[config.mk]
export PLATFORM = sky130hd
export DESIGN_NAME = trm_ctrl
export DESIGN_NICKNAME = d
export VERILOG_FILES = /design/src/rtl/trm_pkg.sv /design/src/rtl/trm_ctrl.sv
export SDC_FILE = /design/constraint.sdc
export NUM_CORES = 1
export LEC_CHECK = 0
export BUFFER_PORTS_ARGS = -buffer_cell sky130_fd_sc_hd__buf_4
export CAP_MARGIN = 20
export CORE_MARGIN = 5
export CORE_UTILIZATION = 43
export DETAILED_ROUTE_END_ITERATION = 16
export PLACE_DENSITY = 0.64
export SETUP_SLACK_MARGIN = 0.4
export SLEW_MARGIN = 20
export SYNTH_ARGS = -nofsm -noshare
export SYNTH_HDL_FRONTEND = slang
export SYNTH_SLANG_ARGS = --single-unit
[constraint.sdc]
create_clock -name clk -period 1.45 [get_ports clk]
set_input_delay 0.0725 -clock clk [delete_from_list [all_inputs] [get_ports clk]]
set_output_delay 0.0725 -clock clk [all_outputs]
set_load 0.03 [all_outputs]
[src/rtl/trm_pkg.sv]
package trm_pkg;

  localparam int POS_BITS_DEF   = 24;
  localparam int VEL_BITS_DEF   = 20;
  localparam int ANGLE_BITS_DEF = 16;

  localparam int CFG_IDX_BITS  = 3;
  localparam int CFG_DATA_BITS = 40;
  localparam int STAMP_BITS    = 63;
  localparam int EPOCH_BITS    = 32;
  localparam int CNT_BITS      = 32;
  localparam int DUR_BITS      = 40;
  localparam int SPEED_BITS    = 21;
  localparam int DELTA_BITS    = 16;
  localparam int CAUSE_BITS    = 2;
  localparam int ACC_BITS      = 32;
  localparam int CORDIC_STEPS  = 32;
  localparam int STEP_BITS     = 5;

  // register indexes
  localparam logic [CFG_IDX_BITS-1:0] REG_BEARING_THRESHOLD = 3'd0;
  localparam logic [CFG_IDX_BITS-1:0] REG_MIN_CLOSING_SPEED = 3'd1;
  localparam logic [CFG_IDX_BITS-1:0] REG_RECOVERY_SPEED    = 3'd2;
  localparam logic [CFG_IDX_BITS-1:0] REG_NO_CLOSING_LIMIT  = 3'd3;
  localparam logic [CFG_IDX_BITS-1:0] REG_MIN_RESEED_GAP    = 3'd4;

  // reseed causes
  localparam logic [CAUSE_BITS-1:0] CAUSE_NONE    = 2'd0;
  localparam logic [CAUSE_BITS-1:0] CAUSE_BEARING = 2'd1;
  localparam logic [CAUSE_BITS-1:0] CAUSE_STALL   = 2'd2;

  // controller -> datapath commands
  typedef struct packed {
    logic load;     // capture input and start the units
    logic step;     // run one iteration of cordic / sqrt / divide
    logic finish;   // update episode state and form the result
  } trm_cmd_t;

  typedef struct packed {
    logic invalid;  // observation resets the episode
  } trm_sts_t;

  function automatic logic [ACC_BITS-1:0] turn_angle(input logic [STEP_BITS-1:0] i);
    logic [ACC_BITS-1:0] a;
    case (i)
      5'd0:  a = 32'h20000000; 5'd1:  a = 32'h12E4051E; 5'd2:  a = 32'h09FB385B;
      5'd3:  a = 32'h051111D4; 5'd4:  a = 32'h028B0D43; 5'd5:  a = 32'h0145D7E1;
      5'd6:  a = 32'h00A2F61E; 5'd7:  a = 32'h00517C55; 5'd8:  a = 32'h0028BE53;
      5'd9:  a = 32'h00145F2F; 5'd10: a = 32'h000A2F98; 5'd11: a = 32'h000517CC;
      5'd12: a = 32'h00028BE6; 5'd13: a = 32'h000145F3; 5'd14: a = 32'h0000A2FA;
      5'd15: a = 32'h0000517D; 5'd16: a = 32'h000028BE; 5'd17: a = 32'h0000145F;
      5'd18: a = 32'h00000A30; 5'd19: a = 32'h00000518; 5'd20: a = 32'h0000028C;
      5'd21: a = 32'h00000146; 5'd22: a = 32'h000000A3; 5'd23: a = 32'h00000051;
      5'd24: a = 32'h00000029; 5'd25: a = 32'h00000014; 5'd26: a = 32'h0000000A;
      5'd27: a = 32'h00000005; 5'd28: a = 32'h00000003; 5'd29: a = 32'h00000001;
      5'd30: a = 32'h00000001;
      default: a = 32'h00000000;
    endcase
    return a;
  endfunction

endpackage

[src/rtl/trm_ctrl.sv]
module trm_ctrl (
  input  logic clk,
  input  logic rst,
  input  logic in_valid,
  output logic in_ready,
  output logic out_valid,
  input  logic out_ready,
  output trm_pkg::trm_cmd_t cmd,
  input  trm_pkg::trm_sts_t sts,
  output logic [trm_pkg::STEP_BITS-1:0] step_idx
);

  typedef enum logic [3:0] {
    S_IDLE = 4'b0001,
    S_RUN  = 4'b0010,
    S_FIN  = 4'b0100,
    S_OUT  = 4'b1000
  } state_t;

  localparam int RUN_CYCLES = 120;

  state_t state, state_next;
  logic [6:0] cnt;

  assign in_ready  = (state == S_IDLE);
  assign out_valid = (state == S_OUT);
  assign step_idx  = cnt[trm_pkg::STEP_BITS-1:0] | {trm_pkg::STEP_BITS{cnt >= 7'd32}};

  always_comb begin
    cmd = '0;
    state_next = state;
    case (state)
      S_IDLE: if (in_valid) begin cmd.load = 1'b1; state_next = S_RUN; end
      S_RUN: begin
        cmd.step = 1'b1;
        if (int'(cnt) == RUN_CYCLES - 1 || sts.invalid) state_next = S_FIN;
      end
      S_FIN: begin cmd.finish = 1'b1; state_next = S_OUT; end
      S_OUT: if (out_ready) state_next = S_IDLE;
      default: state_next = S_IDLE;
    endcase
  end

  // advance sequencer
  always_ff @(posedge clk) begin
    if (rst) begin
      state <= S_IDLE;
      cnt   <= '0;
    end else begin
      state <= state_next;
      if (state == S_RUN) cnt <= cnt + 1'b1;
      else cnt <= '0;
    end
  end

endmodule

Word level (Yosys, flattened, before mapping)
Cells that the tools add are included.
- register bits after elaboration: 11
- word-level logic and storage cells: 25
- input port bits: 5
- reduce and logical (&&, ||, !) cells: 3
- add/sub/neg operators: 1
- order comparisons: 1
- equality and inequality tests: 8
- bitwise logic cells: 2
- mux-type cells: 8
- operators with widths (cell ; number):
    4-bit case mux with 4 select lines ; 1
    4-bit two-way mux ; 3
    7-bit by 1-bit adder with 7-bit output (second input constant) ; 1
    7-bit by 5-bit == test with 1-bit output (second input constant) ; 1
    7-bit by 6-bit greater-or-equal comparator with 1-bit output (second input constant) ; 1
    5-bit bitwise OR ; 1
    4-bit by 1-bit == test with 1-bit output (second input constant) ; 1
    4-bit by 2-bit == test with 1-bit output (second input constant) ; 1
    4-bit by 3-bit == test with 1-bit output (second input constant) ; 1
    4-bit == test (second input constant) ; 1
    1-bit two-way mux ; 4
    2-bit inequality test (second input constant) ; 2
    3-bit AND reduction ; 1
    2-bit by 1-bit inequality test with 1-bit output (second input constant) ; 1
    2-bit OR reduction ; 1
    1-bit logical OR ; 1
    1-bit inverter ; 1

Longest topological paths before layout
- word-level depth: 4
- depth in mapped cells: 5

Least setup slack after synthesis
No wires, ideal clock.
- path kind: register to output
- start: reg state[1]
- end: out cmd[2] in the netlist's numbering
- path slack: -877 ps
- arrival: 2255 ps
- cell stages (with the launch flop): 5
- path through: dfxtp_1 -> buf_2 -> nor4b_1 -> inv_1 -> nor2_1
- RTL lines (item ; line ; source):
    from (decl) ; trm_ctrl.sv:22 ; state_t state, state_next;
    from (signal assigned) ; trm_ctrl.sv:50 ; state <= state_next;
    to (decl) ; trm_ctrl.sv:8 ; output trm_pkg::trm_cmd_t cmd,

Worst setup path in the final report
- start: reg state[3]
- end: reg state[3]
- cells in the longest elaborated chain, start to end: 3
- elaborated cells on any way between the ends: 9
- those cells by class: eq/ne (7); mux (1); reduce/logical (1)
- ends and longest elaborated chain (item ; line ; source):
    4-bit by 2-bit == test with 1-bit output, or another cell as far along ; trm_ctrl.sv:32 ; case (state)
    2-bit inequality test (no line) or 2-bit by 1-bit inequality test with 1-bit output (tied branches) ; n/a ;
    3-bit AND reduction (no line) ; n/a ;
Parallel ways exist; a longest one is shown, timed or not.
A chain may end at the register's enable or synchronous reset.

==> flow_summary.rst <==
.. list-table::
   :header-rows: 1

   * - Metric
     - Value
   * - Run status
     - complete, no violations
   * - Average detailed-routed wire length per instance
     - 15.4 um
   * - Total negative slack
     - 0 ns
   * - Number of cells in the finished layout apart from fillers
     - 117
   * - Post-placement setup slack
     - 0.0626 ns
   * - Wire length of the first global-routing pass
     - ~2700 um
   * - Mapped cell area
     - 598 um^2
   * - Kind of critical path
     - flip-flop to flip-flop
   * - Layout Cell Area excl Fill
     - 1100 um^2
   * - First-pass DRT Iterations
     - 4
   * - Critical Path AT
     - 1.60 ns
   * - Via count of the first global-routing pass
     - 622
   * - Effective utilization at floorplan
     - about 46%
   * - Die Ht
     - approximately 47 um
   * - Fraction of the cycle the final worst path needs
     - 95.8%
   * - Post-synth cell types
     - 28
   * - Maximum net fanout on the critical path
     - 4
   * - ANT cells
     - 0
   * - Slew Limit Fails
     - 0
   * - Data required time at the worst endpoint
     - between 1.5 and 2 ns
   * - Residual overflow from global routing
     - 0
   * - Clk sink count
     - 11
   * - Max-slew headroom
     - 80.4%
   * - End-of-flow core utilization
     - 84.5%
   * - Final Worst Setup Slack
     - slightly above 0.06 ns
   * - Leakage power total
     - ~0.45 nW
   * - Pwr per Cell Area
     - 1080 nW/um^2
   * - Synthesized net count
     - 74
   * - GRT Total Usage
     - around 17%
   * - Layout cells sized above 1
     - between 70% and 80%
   * - Final net count
     - 110
   * - Post-Place Cells
     - 102
   * - Maximum number of pins on one net before global-route repair
     - 9
   * - Worst skew pair latency
     - 0.27 ns
   * - CTS tree
     - yes
   * - Clock transition at the registers of the reported paths
     - ~0.070 ns
   * - Detailed-route wire length
     - roughly 1800 um
   * - Post-synthesis sequential area ratio
     - 36.8%
   * - Via Count
     - about 630
   * - Standard cell core area
     - 1300 um^2
   * - CP Launch Type
     - flip-flop
   * - Inserted Clock Buffers
     - 3
   * - Worst-path cell with the longest stage delay
     - sky130_fd_sc_hd__or3b_4
   * - Synthesized flop and latch total
     - 11
   * - Detailed-route DRC error count
     - 0
   * - Max-cap viol count
     - 0
   * - Critical path endpoint category
     - flip-flop
   * - Slowest Stage Delay on Critical Path
     - 0.42 ns
   * - Hold Slack
     - ~0.11 ns
   * - Die Footprint
     - 2240 um^2
   * - Maximum operating frequency
     - just over 0.7 GHz
   * - Setup violation total in the final timing report
     - 0
   * - Boundary Pins
     - 15
   * - H-tree level count
     - 1
   * - Dpl hpwl
     - 1150 um
   * - Area Growth Syn to Fin
     - 83.9%
   * - Transition time of the tightest slew-check pin
     - 0.293 ns
   * - Class of the most critical hold timing path
     - input pin to flip-flop
   * - Count of mapped cells out of synthesis
     - 67
   * - Placer Congestion
     - 0.845
   * - Commonest non-fill, non-tap cells in the layout
     - 18 x sky130_fd_sc_hd__buf_4, 15 x sky130_fd_sc_hd__buf_6, 8 x sky130_fd_sc_hd__dfxtp_2
   * - Number of I/O port buffers
     - 14
   * - Cell at the root of the clock tree
     - sky130_fd_sc_hd__clkbuf_4
   * - Mean instance size in the synthesized netlist
     - 8.93 um^2
   * - Die Width
     - 47.3 um
   * - Final Hold Fails
     - 0
   * - Most common cell after layout, fill and taps aside
     - sky130_fd_sc_hd__buf_4
   * - Starting DRC count in detailed routing
     - 2
   * - Per-cell via count in the routed design
     - 5.35
   * - Chain of cells forming the critical path
     - or3b_4, a2111oi_2, o21ba_1
   * - Unrepaired setup endpoints after global routing
     - yes
   * - Shortest period the worst path allows
     - ~1.4 ns
   * - Count of fill cells added during filler insertion
     - 79
   * - Post-layout total power
     - 1.18 mW
   * - Maximum ir drop on the vdd rail
     - 481 uV
   * - Post-route ant nets
     - 0
   * - Placement Rows
     - 13
   * - Yosys synthesis warning count
     - 0
   * - DP Area
     - 833 um^2
   * - Worst setup skew after layout
     - 0.00222 ns
   * - Number of antenna violations at the first check in global routing
     - 0
   * - Maximum clock insertion buffer count
     - 2
==> state kept, by name, indices dropped and copies added (netlist names) <==
name / cells
cnt: 7
state: 4
==> final timing paths <==
check / startpoint / end / slack (ns) / depth (start not counted)
setup / recovery: state[3] / state[3] / 0.06 / 3
hold / removal: sts / state[1] / 0.11 / 4
setup reg to reg: state[3] / state[3] / 0.06 / 3
hold reg to reg: cnt[0] / cnt[0] / 0.45 / 1
==> power by group <==
| part | switching (mW) | internal (mW) |
|---|---|---|
| combinational | 0.282 | 0.332 |
| sequential | 0.0326 | 0.330 |
| clock | 0.101 | 0.107 |
==> area by class of cell <==
type                       count  area [um^2]  share of cell area (%)
tap                           15         18.8                    1.71
timing repair buffer          34          314                    28.6
clock buffer                   4         26.3                    2.39
multi-input combinational     46          477                    43.3
sequential                    11          238                    21.6
inverter                       7         26.3                    2.39
==> logic make-up (layout without fill, tap and decap cells) <==
kind of cell | after synthesis | after routing | share of synthesized area, %
adder cells (fa/ha/maj) | 2 | 2 | 4.18
flip-flops | 11 | 11 | 36.8
XOR/XNOR | 4 | 4 | 5.86
AO/OA/AOI/OAI | 14 | 14 | 18.6
AND/OR/NAND/NOR | 26 | 26 | 26.6
buffers and inverters | 10 | 45 | 7.95
==> routing by layer <==
layer | GRT usage [%] | wire length, um | share of wire [%]
met4 | 10.5 | 43 | 2.4
met2 | 30.7 | 949 | 53
met3 | 3.07 | 74 | 4.1
met1 | 18.4 | 730 | 41
met5 | 0 | 0 | 0
==> synth_stat cells <==
master	n	area, um^2
sky130_fd_sc_hd__a2111oi_2	1	15.0
sky130_fd_sc_hd__a211oi_1	1	7.51
sky130_fd_sc_hd__a211oi_2	1	12.5
sky130_fd_sc_hd__a21oi_1	3	15.0
sky130_fd_sc_hd__buf_2	2	10.0
sky130_fd_sc_hd__buf_6	1	11.3
sky130_fd_sc_hd__dfxtp_1	11	220
sky130_fd_sc_hd__ha_1	2	25.0
sky130_fd_sc_hd__inv_1	7	26.3
sky130_fd_sc_hd__nand2_1	2	7.51
sky130_fd_sc_hd__nand2b_1	1	6.26
sky130_fd_sc_hd__nand3_1	3	15.0
sky130_fd_sc_hd__nor2_1	6	22.5
sky130_fd_sc_hd__nor3_1	1	5.00
sky130_fd_sc_hd__nor4_1	1	6.26
sky130_fd_sc_hd__nor4b_1	2	17.5
sky130_fd_sc_hd__nor4b_2	1	15.0
sky130_fd_sc_hd__o211a_1	1	10.0
sky130_fd_sc_hd__o21ai_0	3	15.0
sky130_fd_sc_hd__o21ba_1	1	10.0
sky130_fd_sc_hd__o311a_1	1	10.0
sky130_fd_sc_hd__o311ai_1	1	8.76
sky130_fd_sc_hd__o31ai_1	1	7.51
sky130_fd_sc_hd__or3_1	7	43.8
sky130_fd_sc_hd__or3b_1	1	8.76
sky130_fd_sc_hd__or3b_4	1	11.3
sky130_fd_sc_hd__xnor2_1	1	8.76
sky130_fd_sc_hd__xor2_1	3	26.3
==> timing repair <==
action | 4_1_cts | 5_1_grt
pin swaps | 9 | 6
hold buffers | 1 | 0
setup buffers | 6 | 4
hold endpoints to repair | 1 | 0
resized for setup | 25 | 17
endpoints found under the setup margin | 21 | 21
==> critical path: cells and delay by family, from the launching register on <==
kind            cells  cell delay [ns]
simple gates        1             0.42
compound gates      2             0.55
flops               1             0.36
No activity file was read; power rests on OpenSTA's default activity.
